## src/rtl/bssc_ram.sv

```systemverilog
// ============================================================================
// bssc_ram
// Generic simple dual-port RAM, one write and one registered read port.
// ============================================================================
module bssc_ram #(
    parameter int WIDTH = 8,
    parameter int DEPTH = 16
) (
    input  logic                     i_clk,
    input  logic                     i_we,
    input  logic [$clog2(DEPTH)-1:0] i_waddr,
    input  logic [WIDTH-1:0]         i_wdata,
    input  logic [$clog2(DEPTH)-1:0] i_raddr,
    output logic [WIDTH-1:0]         o_rdata
);
    logic [WIDTH-1:0] r_mem [DEPTH];
    logic [WIDTH-1:0] r_rdata;

    always_ff @(posedge i_clk) begin
        if (i_we) begin
            r_mem[i_waddr] <= i_wdata;
        end
        r_rdata <= r_mem[i_raddr];
    end

    assign o_rdata = r_rdata;
endmodule

```

## config.mk

```make
export PLATFORM = sky130hd
export DESIGN_NAME = bssc_ram
export DESIGN_NICKNAME = d
export VERILOG_FILES = /design/src/rtl/bssc_ram.sv
export SDC_FILE = /design/constraint.sdc
export NUM_CORES = 1
export LEC_CHECK = 0
export BUFFER_PORTS_ARGS = -buffer_cell sky130_fd_sc_hd__buf_2
export CAP_MARGIN = 20
export CORE_MARGIN = 1
export CORE_UTILIZATION = 33
export DETAILED_ROUTE_END_ITERATION = 8
export PLACE_DENSITY = 0.57
export SLEW_MARGIN = 20
export SYNTH_ARGS = -nofsm -noshare
export SYNTH_HDL_FRONTEND = slang
export SYNTH_SLANG_ARGS = --single-unit
```

## constraint.sdc

```tcl
create_clock -name i_clk -period 1.8 [get_ports i_clk]
set_input_delay 0.36 -clock i_clk [delete_from_list [all_inputs] [get_ports i_clk]]
set_output_delay 0.36 -clock i_clk [all_outputs]
set_load 0.01 [all_outputs]
```

==> results of run 1 <==
## cells in the final DEF, fill, tap and decap left out, drive strengths merged, types with 2 or more instances in the layout
cell type and instances:
a22oi 16, edfxtp 128, nand3b 2, dfxtp 8, nor2 13, mux4 32, clkbuf 26, nand2b 2
nor3 4, buf 55, clkinv 6, nand2 9
## layer usage
metal / routed length, um / track usage, % / share of wire (%)
met5: 0 / 0 / 0
met3: 583 / 5.863 / 5.5
met2: 4749 / 20.78 / 45
met1: 5142 / 19.44 / 48
met4: 174 / 5.602 / 1.6
## registers in the layout, indices dropped and copies added, names as in the netlist
signal	count
o_rdata	8
r_mem	128
## where the power goes
group	internal (uW)	total, uW	switching [uW]	leakage (uW)
Combinational	163	365	202	0.000651
Sequential	3540	3570	23.6	0.00122
Clock	1850	3000	1150	0.000257
## kinds of logic (layout without fill, tap and decap cells)
logic type / Yosys count / in the layout / share of synthesized area, %
DFF: 136 / 136 / 77.78
buffers and inverters: 10 / 87 / 1.677
and+or+nand+nor: 35 / 35 / 3.184
AOI/OAI and AO/OA: 16 / 16 / 2.334
muxes: 32 / 32 / 15.02
## layout make-up
class | instances | area, um2
clock buffer | 26 | 489.2
clock inverter | 6 | 27.53
fill | 1350 | 8971
multi-input combinational | 83 | 1062
sequential | 136 | 4004
tap | 188 | 235.2
timing repair buffer | 55 | 412.9
## how the worst max path moves through the flow
| stage | cells past startpoint | startpoint | to |
|---|---|---|---|
| 3_5_place_dp | 6 | i_raddr[0] | o_rdata[6]$_DFF_P_ |
| 6_report | 3 | r_mem[5][2]$_DFFE_PP_ | o_rdata[2]$_DFF_P_ |
| 4_1_cts | 6 | i_raddr[0] | o_rdata[6]$_DFF_P_ |
| 2_1_floorplan | 2 | i_waddr[2] | r_mem[3][0]$_DFFE_PP_ |
| 3_3_place_gp | 6 | i_raddr[0] | o_rdata[6]$_DFF_P_ |
| 5_1_grt | 3 | r_mem[2][2]$_DFFE_PP_ | o_rdata[2]$_DFF_P_ |
## per-stage QoR
step | TNS [ns] | setup slack (ns) | power, uW | cell area, um2
after floorplan | 0 | 0.1739 | 3811 | 5152
after global placement | -0.06431 | -0.05400 | 3993 | 5714
after detailed placement | -0.07864 | -0.05449 | 4001 | 5714
after CTS | 0 | 0.3846 | 7016 | 6231
after global routing | 0 | 0.3234 | 7183 | 6231
final | 0 | 0.3685 | 6930 | 6231
==> impl.org, run 1 <==
** Status
- Result of the run :: completed

** Routing
- 1st-pass router iterations :: 5
- In the final routed layout, each cell accounts on average for 21.56 um.
- Dividing the detail-routed via count by the number of cells gives 5.045.
- The detailed router finished its first iteration with 187 violations.
- In the routed design, unresolved DRC markers number 0.
- Number of vias in the routed layout :: 2492
- Antenna-violating nets left :: 0
- Final Routed Wirelength :: 10650 um

** Worst hold path
- The path class of the tightest hold or removal check is input port to flip-flop.
- In this run the most critical hold path is launched from i_wdata[1].
- The path with the worst hold slack has its endpoint at r_mem[0][1]$_DFFE_PP_.
- Count of cells along the worst hold path :: 1

** Clock tree
- Number of hold-repair buffers added at the cts stage :: 0
- Number of buffers created by CTS :: 17
- CTS built an H-tree with a depth of 4.
- Clk Latency, worst-skew pair :: 0.41 ns
- Post-cts sizing count :: 0
- Register clock-pin slew on the reported worst setup and hold paths :: 0.06 ns
- The clock passes through at most 2 buffers.
- Setup bufs post-CTS :: 0
- In this run the clock root is driven by a clkbuf_16.
- Number of clock sinks seen by CTS :: 136
- TritonCTS clock tree :: done

** Setup path
- CP max stage cell :: mux4_1
- Among cell families on the critical path, the largest total delay comes from multiplexers.
- Max Fanout on Critical Path :: 1
- At the worst endpoint, the required time is 2.09 ns.
- Crit path kind :: flip-flop to flip-flop
- Reg2reg path depth :: 3
- RR Startpoint :: r_mem[5][2]$_DFFE_PP_
- Arrival time of data at the critical path endpoint :: 1.72 ns
- The worst setup path is launched from a flip-flop.
- STA classifies the critical path endpoint as a flip-flop.
- The critical path goes through mux4_1, a22oi_1, nand2_1.
- The critical path contains buffers and inverters numbering 0 combined.
- Across all register-to-register paths, the minimum setup slack is 0.37 ns.
- Worst path max stage delay :: 0.54 ns
- The worst register-to-register path ends at o_rdata[2]$_DFF_P_.

** STA
- Hold Slack :: 0.3316 ns
- Final Skew :: 0.01052 ns
- For the pin with the worst max-slew slack, the measured transition is 0.4143 ns.
- Based on the critical path, the design can be clocked at up to 698.6 MHz.
- Fin crit share :: 79.53%
- The number of max-slew violations in the final report was 0.
- Setup repair after global routing left no endpoint under its margin.
- Final hold viol count :: 0
- The smallest clock period supported by the final layout is computed as 1.431 ns.
- Slew margin rel. :: 72.38%
- Setup violations remaining at the end of the flow were counted as 0.

** Logic synthesis
- Netlist area before placement :: 0.005147 mm2
- Register bit count reported by yosys :: 136
- Sorting the synthesized cells by area gives the leading types as edfxtp_1 (75%), mux4_2 (7.9%), mux4_1 (7.1%), dfxtp_1 (3.1%), a22oi_1 (2.3%).
- The most common cell in the synthesized netlist is edfxtp_1.
- Avg Inst Size Synth :: 22.48 um2
- EDFF count, synth :: 128
- Count of cell types in the netlist :: 19
- The share of synthesized area in the top cell type comes to 74.67%.
- Sequential elements use 77.78% of the synthesized area.
- Synthesis produced a netlist whose cell count is 229.
- In the synthesized netlist, the cells that appear most often are edfxtp_1 (128), mux4_2 (18), a22oi_1 (16).
- edfxtp_1 takes more of the synthesized area than any other cell.
- The number of nets handed over by synthesis was 247.
- In the synthesized netlist the async set-or-reset flop fraction comes to 0%.
- The most used flip-flop cell after synthesis is edfxtp_1.
- Synthesis Warnings :: 0

** Finish
- At the end of the flow the core is filled with cells to 40.99%.
- Area grow syn2layout :: 21.05%
- Fraction of layout cells with a size suffix above 1 :: 32.35%
- Final Net Count :: 311
- Fin cells :: 494
- The number of antenna diodes in the final layout is 0.

** Die
- The initial utilization of the core area, before any placement, comes to 33.86%.
- Core region area :: 0.01520 mm2
- Measured along the x axis, the die boundary spans 126.9 um.
- The floorplan has 45 rows.
- The die covers 0.01610 mm2.
- For this design the top-level I/O count stands at 26.
- Die Span Y :: 126.9 um

** Pwr
- VDD sags by at most 0.0007631 V.
- Total leakage power :: 0.002132 uW
- Power spread over the standard cell area amounts to 1112 mW/mm2.

** Run
- Max-capacitance violation count :: 0

** Global routing
- The via count of the first global-routing pass was 2605.
- Global routing consumed, over all layers together, 14.42% of the routing resources.
- Final global-route overflow total :: 0
- Entering global routing, the biggest net connects 18 pins.
- Global-route wire length before repair :: 15860 um
- Number of antenna violations at the first check in global routing :: 0

** Place
- Port Buf Inserts :: 25
- DPL Wire Length :: 6961 um
- The congestion estimate from routability-driven global placement came to 0.7209.
- Inst Count DP :: 462
Power figures use the tool's default switching activity.
==> run 2, diff against run 1 <==
==> constraint.sdc (replaced) <==
create_clock -name i_clk -period 1.15 [get_ports i_clk]
set_input_delay 0.23 -clock i_clk [delete_from_list [all_inputs] [get_ports i_clk]]
set_output_delay 0.23 -clock i_clk [all_outputs]
set_load 0.01 [all_outputs]
==> run 2 against run 1 <==
The run now ends with negative setup slack left. Final cell count is 0.40% higher. Worst setup slack worse by 0.49 ns. Worst hold slack worse by 0.12 ns. Final area is 6.2% higher. Register-to-register slack worse by 0.49 ns. Maximum frequency is 12% higher. Clock skew is 0.0039 ns lower. Combinational power is 79% higher.
==> impl.org, run 2 (same netlist as run 1, synthesis figures left out) <==
** Setup path
- Worst R2R Setup Slack :: -0.12 ns (-0.49 ns)
- Reg2reg path depth :: 3 (unchanged)
- RR Startpoint :: r_mem[1][0]$_DFFE_PP_
- Reg-to-reg endpoint :: o_rdata[0]$_DFF_P_
- Critical path capture point type :: flip-flop
- STA classifies the critical path startpoint as a flip-flop.
- The setup path with the least slack is of type flip-flop to flip-flop.
- Arrival time of data at the critical path endpoint :: 1.56 ns (-0.16 ns)
- CP Data Required Time :: 1.44 ns (-0.65 ns)
- The maximum fanout count along the critical path is 1 (unchanged).

** Routing
- The post-detailed-routing wire length is 9958 um (-6.5%).
- The count of unresolved DRC violations after routing is 0 (unchanged).
- Routed WL per cell :: 20.08 um (-6.9%)
- The detailed-route via count is 2409 (-3.3%).
- Ratio of routed vias to standard cells :: 4.857 (-3.7%)
- 1st-pass router iterations :: 4 (-1)
- Antenna-violating nets left :: 0 (unchanged)
- Initial DRC count :: 206 (+10%)

** Pwr
- The internal power came to 9815 uW (+77%).
- Total leakage power :: 0.002198 uW (+3.1%)
- Power dissipated by switching net loads :: 2273 uW (+65%)
- Clock share of power :: 48.4% (+5.2 points)
- Switching Fraction :: 18.80% (-1.1 points)
- The total power was 12090 uW (+74%).
- Power share of the sequential group :: 46.2% (-5.3 points)
- The worst IR drop on VDD came to 0.001064 V (+39%).
- The power density over the cells came to 1827 mW/mm2 (+64%).
- Share of total power in combinational logic :: 5.4% (about the same)

** Finish
- Layout Cell Area excl Fill :: 0.006618 mm2 (+6.2%)
- The filler cell count in the final layout was 1319 (-2.3%).
- The number of flip-flops under the largest register name was 128 (unchanged).
- Fin cells :: 496 (+0.40%)
- Top register by number of flip-flops :: r_mem
- In the layout the commonest cells are edfxtp_1 (128), mux4_2 (32), buf_2 (23).
- Antenna diode instance count :: 0 (unchanged)
- The number of nets in the final layout is 313 (+0.64%).
- The share of the core filled with cells in the final layout came to 43.53% (+2.5 points).
- The fraction of layout instances using a drive strength above 1 was 46.75% (+14 points).
- Commonest non-fill, non-tap cell in the layout :: edfxtp_1
- Area grow syn2layout :: 28.56%

** Die
- The core box area came to 0.01520 mm2 (unchanged).
- The initial cell density of the core is 33.86% (unchanged).
- The number of placement rows was 45 (unchanged).
- The number of top-level pins was 26 (unchanged).
- DIE WIDTH :: 126.9 um (unchanged)
- Die footprint :: 0.01610 mm2 (unchanged)
- Die Span Y :: 126.9 um (unchanged)

** Clock tree
- The TritonCTS buffer count was 17 (unchanged).
- The buffers inserted during post-CTS setup optimization was 0 (unchanged).
- H-tree depth reported by CTS :: 4 (unchanged)
- TritonCTS built the clock tree.
- Number of hold-repair buffers added at the cts stage :: 0 (unchanged)
- The number of buffers on the longest clock path was 2 (unchanged).
- The total clock sinks is 136 (unchanged).
- Clock tree synthesis selected as its root buffer the cell clkbuf_16.
- Register clock-pin slew on the reported worst setup and hold paths :: 0.06 ns (about the same)
- Clk Latency, worst-skew pair :: 0.41 ns (about the same)

** STA
- The final worst-path setup slack is -0.1237 ns (-0.4922 ns).
- Setup repair after global routing missed its margin :: true
- The final number of hold-violating endpoints came to 0 (unchanged).
- The number of max-slew violations in the final report was 0 (unchanged).
- Min Clock Period, post-route :: 1.274 ns (-0.1578 ns)
- Top achievable clock speed :: 785.1 MHz (+12%)
- Pin slew with the least headroom to its limit :: 0.8434 ns (+0.4291 ns)
- Slew margin rel. :: 43.56% (-29 points)
- Final Skew :: 0.006653 ns (-0.003870 ns)
- The setup total negative slack is -0.6477 ns (-0.6477 ns).
- Fin crit share :: 110.8% (+31 points)
- The number of endpoints failing setup at the final stage came to 8 (+8).

** Worst hold path
- The path with the worst hold slack has its endpoint at r_mem[11][6]$_DFFE_PP_.
- HP Start :: i_wdata[6]
- The number of cells traversed by the worst hold path came to 1 (unchanged).
- The tightest min-delay check is of the input port to flip-flop type.

** Status
- Result of the run :: finished with violations
- The checks that failed: negative setup slack.

** Global routing
- The via count of the first global-routing pass came to 2607 (+0.077%).
- The wire length of the first global-routing pass is 15470 um (-2.4%).
- Number of antenna violations at the first check in global routing :: 0 (unchanged)
- The pin count of the biggest net entering global routing was 17 (-1).
- GR Util All Layers :: 13.86% (-0.56 points)
- Final global-route overflow total :: 0 (unchanged)

** Place
- The sum of net half-perimeters after detailed placement is 6584 um (-5.4%).
- The placed instance count was 464 (+0.43%).
- Port Buf Inserts :: 25 (unchanged)
- The placed cell area was 0.005907 mm2 (+3.4%).
- The weighted congestion at the end of routability-driven global placement was 0.7013 (-2.7%).

** Run
- Max-capacitance violation count :: 0 (unchanged)
-- run 2: changes by cell type in the layout (fill, tap and decap cells not counted), sizes merged --
cell      previous run  this run
clkbuf              26        20
buf                 55        57
bufinv               0         5
clkinvlp             0         1
-- run 2: what timing repair did --
| item | 4_1_cts | 5_1_grt |
|---|---|---|
| setup endpoints to repair | 10 | 9 |
| resized for setup | 13 | 1 |
| pin swaps | 2 | 0 |
| hold endpoints to repair | 0 | 0 |
-- run 2: how the worst max path moves through the flow --
stage	start	to	slack, ns	depth (start not counted)
finish	r_mem[1][0]$_DFFE_PP_	o_rdata[0]$_DFF_P_	-0.12	3
detailed placement	i_raddr[0]	o_rdata[0]$_DFF_P_	-0.53	6
global placement	i_raddr[0]	o_rdata[0]$_DFF_P_	-0.54	6
floorplan	i_waddr[2]	r_mem[0][0]$_DFFE_PP_	-0.18	2
global route	r_mem[3][4]$_DFFE_PP_	o_rdata[4]$_DFF_P_	-0.17	3
CTS	r_mem[3][4]$_DFFE_PP_	o_rdata[4]$_DFF_P_	-0.12	3
-- run 2: power by group through the flow --
stage          combinational [uW]  clock, uW  sequential [uW]
2_1_floorplan                 319          0             5680
3_3_place_gp                  625          0             5680
3_5_place_dp                  638          0             5680
4_1_cts                       667       5950             5590
5_1_grt                       710       6170             5590
6_report                      652       5850             5580
-- run 2: metrics by stage --
step | hold WS (ns) | worst slack (ns)
finish | 0.2123 | -0.1237
global route | 0.2187 | -0.1746
CTS | 0.2002 | -0.1170
detailed placement | 0.6336 | -0.5321
global placement | 0.6250 | -0.5418
floorplan | 0.3289 | -0.1830
-- run 2: routing by layer --
metal  GRT usage, %  up-vias  wire length, um
li1               -     1096                -
met1          17.49     1233             4424
met2          22.56       59             4983
met3          3.248       21              401
met4          6.723        0              148
met5              0        -                0
-- run 2: critical path: stages (launching register included) --
cell      delay (ns)
edfxtp_1        0.41
mux4_2          0.47
a22oi_1         0.21
nand2_1         0.07
-- run 2: cell type report --
| cell class | instances | area (um2) | area share [%] |
|---|---|---|---|
| Timing Repair Buffer | 57 | 603.1 | 9.113 |
| Sequential cell | 136 | 4006 | 60.54 |
| Clock inverter | 12 | 197.7 | 2.987 |
| Multi-Input combinational cell | 83 | 1119 | 16.90 |
| Tap cell | 188 | 235.2 | 3.555 |
| Clock buffer | 20 | 456.7 | 6.901 |
